$ cat src/rtl/lkc_pkg.sv
`timescale 1ns / 1ps
`default_nettype none
// Shared types and constants of the LRU key/value cache.
// No dependencies; every other file imports this package.
package lkc_pkg;

  localparam int unsigned ACT_W     = 2;
  localparam int unsigned CAP_W     = 7;
  localparam int unsigned OUT_W     = 32;
  localparam logic [CAP_W-1:0] CAP_RESET = 7'd64;

  typedef enum logic [ACT_W-1:0] {
    ACT_LOOKUP = 2'd0,
    ACT_INSERT = 2'd1,
    ACT_DELETE = 2'd2
  } action_e;

  // Step a cell takes on a committed request.
  typedef enum logic [1:0] {
    MV_HOLD,
    MV_LOAD,
    MV_PREV,
    MV_NEXT
  } move_e;

  // Reordering applied to the whole row.
  typedef enum logic [1:0] {
    MODE_NONE,
    MODE_FRONT,
    MODE_PUSH,
    MODE_REMOVE
  } mode_e;

  typedef enum logic {
    ST_IDLE,
    ST_EXEC
  } state_e;

  typedef struct packed {
    move_e move;
    logic  drop;
    logic  cmp_en;
  } cell_ctrl_t;

endpackage
`default_nettype wire

$ cat src/rtl/lkc_cell.sv
`timescale 1ns / 1ps
`default_nettype none
// One entry of the recency-ordered row: key, value, valid and a key comparator.
// Depends on lkc_pkg.
module lkc_cell import lkc_pkg::*; #(
  parameter int unsigned KEY_BITS   = 32,
  parameter int unsigned VALUE_BITS = 32
) (
  input  wire logic                  clk_i,
  input  wire logic                  rst_ni,
  input  wire cell_ctrl_t            ctrl_i,
  input  wire logic [KEY_BITS-1:0]   cmp_key_i,
  input  wire logic [KEY_BITS-1:0]   load_key_i,
  input  wire logic [VALUE_BITS-1:0] load_value_i,
  input  wire logic                  prev_valid_i,
  input  wire logic [KEY_BITS-1:0]   prev_key_i,
  input  wire logic [VALUE_BITS-1:0] prev_value_i,
  input  wire logic                  next_valid_i,
  input  wire logic [KEY_BITS-1:0]   next_key_i,
  input  wire logic [VALUE_BITS-1:0] next_value_i,
  output logic                       valid_o,
  output logic [KEY_BITS-1:0]        key_o,
  output logic [VALUE_BITS-1:0]      value_o,
  output logic                       match_o
);

  logic                  valid_q, valid_d;
  logic [KEY_BITS-1:0]   key_q, key_d;
  logic [VALUE_BITS-1:0] value_q, value_d;
  logic                  match_q, match_d;

  always_comb begin
    valid_d = valid_q;
    key_d   = key_q;
    value_d = value_q;
    case (ctrl_i.move)
      MV_LOAD: begin
        valid_d = 1'b1;
        key_d   = load_key_i;
        value_d = load_value_i;
      end
      MV_PREV: begin
        valid_d = prev_valid_i & ~ctrl_i.drop;
        key_d   = prev_key_i;
        value_d = prev_value_i;
      end
      MV_NEXT: begin
        valid_d = next_valid_i;
        key_d   = next_key_i;
        value_d = next_value_i;
      end
      default: begin
      end
    endcase
    match_d = ctrl_i.cmp_en ? (valid_q && (key_q == cmp_key_i)) : match_q;
  end

  always_ff @(posedge clk_i or negedge rst_ni) begin
    if (!rst_ni) begin
      valid_q <= 1'b0;
      match_q <= 1'b0;
    end else begin
      valid_q <= valid_d;
      match_q <= match_d;
    end
  end

  always_ff @(posedge clk_i) begin
    key_q   <= key_d;
    value_q <= value_d;
  end

  assign valid_o = valid_q;
  assign key_o   = key_q;
  assign value_o = value_q;
  assign match_o = match_q;

endmodule
`default_nettype wire

$ cat config.mk
export PLATFORM = sky130hd
export DESIGN_NAME = lkc_cell
export DESIGN_NICKNAME = d
export VERILOG_FILES = /design/src/rtl/lkc_pkg.sv /design/src/rtl/lkc_cell.sv
export SDC_FILE = /design/constraint.sdc
export NUM_CORES = 1
export LEC_CHECK = 0
export BUFFER_PORTS_ARGS = -buffer_cell sky130_fd_sc_hd__buf_4
export CORE_AREA = 5 5 111 113
export DETAILED_ROUTE_END_ITERATION = 12
export DIE_AREA = 0 0 116 118
export PLACE_DENSITY_LB_ADDON = 0.1
export SYNTH_ARGS = -nofsm -noshare
export SYNTH_HDL_FRONTEND = slang
export SYNTH_SLANG_ARGS = --single-unit
$ cat constraint.sdc
create_clock -name clk_i -period 3.41 [get_ports clk_i]
set_input_delay 0.341 -clock clk_i [delete_from_list [all_inputs] [get_ports clk_i]]
set_output_delay 0.341 -clock clk_i [all_outputs]
set_load 0.01 [all_outputs]
; Yosys cells after proc, flatten, opt, wreduce, memory -nomap -nowiden
; Index checks and enable logic that the tools add are counted.
[totals]
register_bits = 66
inputBits = 232
output_inout_bits = 66
word_cells = 15
[op_classes]
eq_ne = 4
muxes = 3
bitwise_logic = 2
n_reduce_logical = 2
[op_table]
columns = cell, n
row1 = $pmux 32 s3, 2
row2 = $eq 32x32->1, 1
row3 = $eq 2x2->1 const B, 2
row4 = $pmux 1 s3, 1
row5 = $reduce_bool 3->1, 1
row6 = $eq 2x1->1 const B, 1
row7 = $and 1x1->1, 1
row8 = $logic_and 1x1->1, 1
row9 = $not 1->1, 1

; Logic depth before layout (Yosys ltp)
; Gate-level depths: netlist of run 1.
[logic_depth]
word_depth = 3
depth_mapped = 5
mapped_depth_nobuf = 5

; Worst setup path before layout of run 1
; No wires, ideal clock.
[synth_path]
kind = in2reg
start = input port ctrl_i[2] (netlist bit)
end = register key_q[0], in the netlist key_o[0], enable pin
setup_ns = 0.394
arrival_ns = 1.835
required_ns = 3.016
path_slack_ns = 1.181
path_stages = 4
n_path_buf = 3
path_cell_list = clkbuf_1 buf_2 buf_2 or2_2
[synth_via]
elab_chain_cells = 2
word_cells_on_any_way = 4
classes_between = 3 x eq/ne / 1 x reduce/logical
[synth_lines]
columns = item, line
row1 = start: declaration, lkc_cell.sv:11  ; input wire cell_ctrl_t ctrl_i,
row2 = $eq 2x2->1 or $eq 2x1->1 (tied branches), lkc_cell.sv:36  ; case (ctrl_i.move)
row3 = $reduce_bool 3->1 (no line) *, --
row4 = end signal: assignment, lkc_cell.sv:69  ; key_q <= key_d;
row5 = end: declaration, lkc_cell.sv:28  ; logic [KEY_BITS-1:0] key_q, key_d;
; Mark *: on every way between the ends. The rest lies on a longest branch, timed or not.
; A chain may end at the register's enable or synchronous reset.

; Worst setup path after layout of run 1
[layout_path]
start = register key_q[6], in the netlist key_o[6]
end = register match_q, in the netlist match_o
[layout_via]
elab_chain_cells = 2
[layout_lines]
columns = item, line
row1 = $eq 32x32->1, lkc_cell.sv:55  ; match_d = ctrl_i.cmp_en ? (valid_q && (key_q == cmp_key_i)) : match_q;
row2 = $logic_and 1x1->1, lkc_cell.sv:55
row3 = end signal: assignment, lkc_cell.sv:64  ; match_q <= match_d;
row4 = end: declaration, lkc_cell.sv:30  ; logic match_q, match_d;
; Every way passes these cells.

==> results.txt, run 1 <==
# rows: 39
Status: finished, final reports clean
Final Instance Area: 0.00631 sq mm
Die width: 116 um
Final Skew: 0.00299 ns
Tot GR Track Use: 18.8%
Cell Chain, Critical Path: xor2_1 > nor4_1 > nand4_1 > or4_1 > o22ai_2
Syn_area_per_cell: 11.0 sq um
M3 GR Usage: 5.76%
P_int: 1.93 mW
Met1 GRT Util: 19.1%
Final Hold Fails: 0
FMAX: 505 MHz
Global-route layer with the greatest usage: met2
Worst min-delay path class: in2reg
Fin worst setup slack: 1.43 ns
DR vias: 3,599
Worst-Skew Late Latency: 0.32 ns
Clk root buf: clkbuf_16
Crit share post-route: 58.1%
Cell taking the most area after synthesis: edfxtp_1
Main flop type after synthesis: edfxtp_1
Hold wc startpoint: ctrl_i[0]
DR WL/cell: 17.3 um
Sw Ratio: 24.4%
Worst endpoint data arrival time: 2.22 ns
Clock-pin transition on the worst setup and hold timing paths: 0.05 ns
Longest Clk Path Bufs: 2
Sw power: 622 uW
Worst Tran Pin Value: 0.815 ns
Layout area overhead: 72.0%
Post-Route WL: 13,300 um
Port Buffers: 297
Overall Power: 2.55 mW
Largest net degree at the start of global routing: 88
RSZ-0062 raised after global routing: no
Fin Setup TNS: 0 ns
Met2 Usage GRT: 35.6%
Tmin final: 1.98 ns
H-tree depth: 3
I/O Pins: 298
Initial antenna violation count: 0
Worst path max stage delay: 0.55 ns
Post-Place Worst Slack: 1.28 ns
Top-area cell type share of the netlist area: 52.4%
Antenna-violating nets left: 0
WP buf/inv: 0
Syn_nets: 564
1st-iter DRT viols: 158
Residual DRC count: 0
CTS Sinks: 66
Yosys warns: 0
Drt first pass iters: 4
Layout cells sized above 1: 50.2%
Cell family with most CP delay: simple AND/OR/NAND/NOR gates
Slew margin rel.: 45.7%
Worst setup EP type: flop
Die ar.: 0.0137 sq mm
Via density: 4.68
Startpoint Class: flop
Sequential area share after synthesis: 53.8%
GR Overflow Total: 0
Die Y: 118 um
Ant diodes: 0
CP Max Fanout: 2
Clock share of power: 33.8%
Global-route wire length before repair: 19,500 um
Initial Utilization: 32.7%
Top area cells in the synthesized netlist: edfxtp_1 (52%), mux2i_1 (17%), a21oi_1 (8.7%)
Post-synth ARST share: 3.03%
DP Wirelength: 10,900 um
CTS tree: yes
Core footprint: 0.0112 sq mm
Area post-placement: 0.00602 sq mm
EDFF count, synth: 64
Cells after Synth: 332
Slowest-stage cell, CP: or4_1
Most frequent cells after synthesis: a21oi_1 (64), edfxtp_1 (64), mux2i_1 (64), nor2_1 (64), xor2_1 (20)
FF-to-FF Start: key_o[6]
Fin. max-slew vios: 0
CP required: 3.65 ns
Worst vdd ir: 0.000286 V
GPL Wtd Cong: 0.797
#FFs+latches synth: 66
Number of global-route vias before repair: 3,745
Pwr/cell area: 405 mW/mm^2
CTS Buf Count: 9
Final setup vio count: 0
Synth cell types: 21
Fin nets: 854
Crit path kind: reg2reg
Leakage: 2.98 nW
Sequential share of power: 41.1%
Maximum capacitance violations: 0
Synth Cell Area: 0.00367 sq mm
Combinational group share of total power: 25.1%
CP Launch Point: key_o[6]
layout make-up:
cell class | count | area (sq um)
Fill cell | 1038 | 4910
Sequential cell | 66 | 1970
Tap cell | 143 | 179
Clock buffer | 10 | 229
Timing Repair Buffer | 302 | 2280
Multi-Input combinational cell | 241 | 1590
Clock inverter | 5 | 46.3
Inverter | 2 | 7.51
layer usage:
| layer | wire length (um) | share of wire (%) |
|---|---|---|
| met1 | 4400 | 33 |
| met4 | 233 | 1.8 |
| met5 | 0 | 0 |
| met2 | 7320 | 55 |
| met3 | 1320 | 9.9 |
state kept, by name, summed over array words and instances (netlist names):
signal and flops:
valid_o 1, key_o 32, match_o 1, value_o 32
power by group through the flow:
stage                     Clock (mW)  Combinational [mW]  Sequential (mW)
final                          0.863               0.641             1.05
after global routing           0.924               0.695             1.06
after CTS                      0.892               0.653             1.05
after detailed placement           0               0.651             1.07
after global placement             0               0.645             1.06
after floorplan                    0               0.191             1.11
cells by family after synthesis:
logic type      share of synthesized area [%]
flops                                    53.8
mux                                      17.5
xor+xnor                                 7.64
buf+inv                                  2.80
simple gates                             8.90
compound gates                           9.45
repair_timing:
| item | 4_1_cts | 5_1_grt |
|---|---|---|
| setup buffers | 0 | 0 |
| hold buffers | 1 | 0 |
| endpoints found under the hold margin | 2 | 0 |
| gates resized for setup | 0 | 0 |
worst paths after layout:
kind / endpoint / slack (ns) / depth (start not counted)
worst min register to register: match_o / 0.56 / 2
worst min-delay path: match_o / 0.22 / 2
min in group asynchronous: valid_o / 0.40 / 2
worst max-delay path: match_o / 1.43 / 5
worst max register to register: match_o / 1.43 / 5
max in group asynchronous: match_o / 2.92 / 2
cells in the final DEF (no fill, tap or decap):
cell | netlist | routed
a21oi_1 | 64 | 64
buf_12 | 0 | 1
buf_4 | 0 | 300
bufinv_16 | 0 | 1
clkbuf_1 | 15 | 1
clkbuf_16 | 0 | 9
clkinv_1 | 0 | 3
clkinv_2 | 0 | 1
dfrtp_1 | 2 | 2
dlygate4sd3_1 | 0 | 1
edfxtp_1 | 64 | 64
inv_1 | 2 | 2
mux2i_1 | 64 | 64
nand2_1 | 1 | 1
nand3_1 | 1 | 1
nand3b_1 | 1 | 1
nand4_1 | 4 | 4
nor2_1 | 64 | 64
nor4_1 | 5 | 5
o21ai_0 | 1 | 1
o22a_1 | 1 | 1
o22ai_2 | 1 | 1
or2_2 | 1 | 1
or4_1 | 1 | 1
xnor2_1 | 12 | 12
xor2_1 | 20 | 20
metrics by stage:
stage,hold slack (ns),util [%],instances
floorplan,0.0454,-,332
global placement,0.128,53.7,753
detailed placement,0.130,53.7,753
CTS,0.202,56.2,769
global route,0.204,56.2,769
finish,0.220,56.2,769
Note: power is estimated with default switching activity, not from simulation.
==> run 2: changes to the inputs <==
--- a/config.mk
+++ b/config.mk
@@ -5,10 +5,11 @@
 export SDC_FILE = /design/constraint.sdc
 export NUM_CORES = 1
 export LEC_CHECK = 0
+export ABC_AREA = 1
 export BUFFER_PORTS_ARGS = -buffer_cell sky130_fd_sc_hd__buf_4
-export CORE_AREA = 5 5 111 113
+export CORE_AREA = 5 5 113 115
 export DETAILED_ROUTE_END_ITERATION = 12
-export DIE_AREA = 0 0 116 118
+export DIE_AREA = 0 0 118 120
 export PLACE_DENSITY_LB_ADDON = 0.1
 export SYNTH_ARGS = -nofsm -noshare
 export SYNTH_HDL_FRONTEND = slang
==> constraint.sdc (replaced) <==
create_clock -name clk_i -period 1.74 [get_ports clk_i]
set_input_delay 0.174 -clock clk_i [delete_from_list [all_inputs] [get_ports clk_i]]
set_output_delay 0.174 -clock clk_i [all_outputs]
set_load 0.01 [all_outputs]
==> results.txt, run 2 <==
Reg2Reg Depth: 7 (+2)
Synth cell types: 18 (-14%)
Tot GR Track Use: 20.2% (+1.4 points)
Most used cell, CP: buf_4
Top sig layer: met4
Initial antenna violation count: 0 (unchanged)
RSZ-0062 raised after global routing: no
Top area cells in the synthesized netlist: edfxtp_1 (50%), nand2_1 (18%), nand3_1 (17%)
CP Launch Point: ctrl_i[2]
FMAX: 644 MHz
H-tree depth: 3 (unchanged)
Worst Tran Pin Value: 0.990 ns (+0.175 ns)
Most frequent cell after synthesis: nand2_1
I/O Pins: 298 (unchanged)
Synth Cell Area: 0.00383 sq mm (+4.5%)
Core footprint: 0.0117 sq mm (+4.3%)
Antenna-violating nets left: 0 (unchanged)
Global-route wire length before repair: 22,700 um (+16%)
CTS Sinks: 66 (unchanged)
Initial Utilization: 32.7% (+0.059 points)
M1 wire length: 5520 um (+26%)
1st-iter DRT viols: 224 (+42%)
Most frequent cells after synthesis: nand2_1 (185), nand3_1 (130), edfxtp_1 (64), inv_1 (37), buf_2 (21)
DR vias: 4,462 (+24%)
Worst setup EP type: flop
Port Buffers: 297 (unchanged)
Die ar.: 0.0142 sq mm (+3.4%)
Setup Buffers After CTS: 0 (unchanged)
Final Hold Fails: 0 (unchanged)
Via density: 4.81 (+2.8%)
Hold path depth: 3 (+1)
Tmin final: 1.55 ns
Post-CTS resize count: 0 (unchanged)
Syn_area_per_cell: 7.87 sq um (-29%)
Leakage: 3.25 nW (+8.9%)
Slowest-stage cell, CP: buf_4
CP required: 1.76 ns (-1.89 ns)
Met2 routed WL: 7680 um (+4.9%)
Most common cell after layout, fill and taps aside: buf_4
Syn_nets: 719 (+27%)
CTS Buf Count: 9 (unchanged)
Reg2reg setup slack: 0.48 ns (-0.95 ns)
Worst min-delay path class: in2reg
Largest net degree at the start of global routing: 68 (-23%)
Ant diodes: 0 (unchanged)
Main flop type after synthesis: edfxtp_1
Post-Route WL: 15,000 um (+13%)
Status: finished, final reports clean
Cell taking the most area after synthesis: edfxtp_1
Longest Clk Path Bufs: 2 (unchanged)
Routed length on met3: 1450 um (+9.6%)
Maximum capacitance violations: 0 (unchanged)
#FFs+latches synth: 66 (unchanged)
Cells after Synth: 487 (+47%)
Most frequent cells in the layout: buf_4 (301), nand2_1 (184), nand3_1 (130), edfxtp_1 (64), inv_1 (37)
Residual DRC count: 0 (unchanged)
FF-to-FF End: match_o
Fin nets: 1,007 (+18%)
Final setup vio count: 0 (unchanged)
DR WL/cell: 16.1 um (-6.4%)
Hold wc startpoint: next_valid_i
Final Skew: 0.00294 ns (-0.0000493 ns)
Worst-Skew Late Latency: 0.32 ns (about the same)
Clk root buf: clkbuf_16
Drt first pass iters: 5 (+1)
Yosys warns: 0 (unchanged)
Number of global-route vias before repair: 4,485 (+20%)
GPL Wtd Cong: 0.804 (+0.93%)
Hold Slack: 0.0700 ns (-0.150 ns)
Sink of the worst hold path: valid_o
DP Wirelength: 11,900 um (+8.6%)
Crit path kind: in2reg
Pwr/cell area: 764 mW/mm^2 (+89%)
Startpoint Class: primary input
Layout cells sized above 1: 40.8% (-9.4 points)
Die width: 118 um (+1.7%)
Die Y: 120 um (+1.7%)
Clock-pin transition on the worst setup and hold timing paths: 0.05 ns (about the same)
Final Instance Area: 0.00646 sq mm (+2.4%)
Area post-placement: 0.00619 sq mm (+2.8%)
FF-to-FF Start: key_o[18]
EDFF count, synth: 64 (unchanged)
CP Max Fanout: 65 (+63)
Slew margin rel.: 33.9% (-12 points)
Layout area overhead: 68.4%
GR Overflow Total: 0 (unchanged)
# rows: 40 (+2.6%)
CTS tree: yes
Worst path max stage delay: 0.57 ns (+0.02 ns)
Crit share post-route: 89.3%
Fin. max-slew vios: 0 (unchanged)
Worst vdd ir: 0.000397 V (+39%)
Top-area cell type share of the netlist area: 50.1% (-2.3 points)
Post-synth ARST share: 3.03% (unchanged)
Worst endpoint data arrival time: 1.57 ns (-0.65 ns)
Cell Chain, Critical Path: buf_4 > buf_4 > inv_2 > nand2_4 > buf_12
Sequential area share after synthesis: 51.4% (-2.3 points)
## run 2: kinds of logic (layout without fill, tap and decap cells)
logic type	after synthesis	count (layout)	synth area share (%)
buffers and inverters	66	359	7.24
XOR/XNOR	12	12	2.74
AND/OR/NAND/NOR	339	339	37.9
flip-flops	66	66	51.4
AO/OA/AOI/OAI	4	4	0.652
## run 2: cell type report
| cell class | count | area [sq um] |
|---|---|---|
| clock buffers | 11 | 233 |
| clock inverters | 5 | 21.3 |
| fillers | 1119 | 5250 |
| inverters | 39 | 146 |
| multi-input cells | 355 | 1590 |
| flip-flops and latches | 66 | 1970 |
| well taps | 147 | 184 |
| repair buffers | 304 | 2310 |
## run 2: how the worst max path moves through the flow
stage | endpoint | slack [ns] | cells after the start
5_1_grt | key_o[17] | 0.10 | 5
3_5_place_dp | key_o[20] | -0.14 | 5
4_1_cts | key_o[10] | 0.20 | 5
3_3_place_gp | key_o[9] | -0.11 | 5
6_report | key_o[19] | 0.19 | 5
2_1_floorplan | key_o[0] | 0.0007 | 4
## run 2: metrics by stage
step                setup WS (ns)  utilization [%]  instances  TNS [ns]  total power, mW
global route                0.103             55.1        927         0             5.18
CTS                         0.197             55.1        927         0             4.99
floorplan                0.000687                -        487         0             2.57
finish                      0.187             55.1        927         0             4.93
global placement           -0.107             52.9        910     -4.74             3.40
detailed placement         -0.139             52.9        910     -6.86             3.41
## run 2: critical path, delay by kind of cell
kind | cells | cell delay (ns)
AND/OR/NAND/NOR | 1 | 0.29
buffers and inverters | 4 | 1.06
## run 2: per-layer routing
layer	vias to the layer above	GRT usage [%]
li1	2191	-
met1	2008	22.5
met2	240	35.7
met3	23	6.88
met4	0	7.31
met5	-	0
## run 2: what timing repair did
action                                  CTS  global route
endpoints found under the hold margin     2             0
hold buffers                              1             0
endpoints found under the setup margin    0             0
## run 2: report_power, final
group	total (mW)	switching [mW]	internal (mW)
Sequential	2.07	0.102	1.97
Clock	1.56	0.616	0.944
Combinational	1.30	0.580	0.717
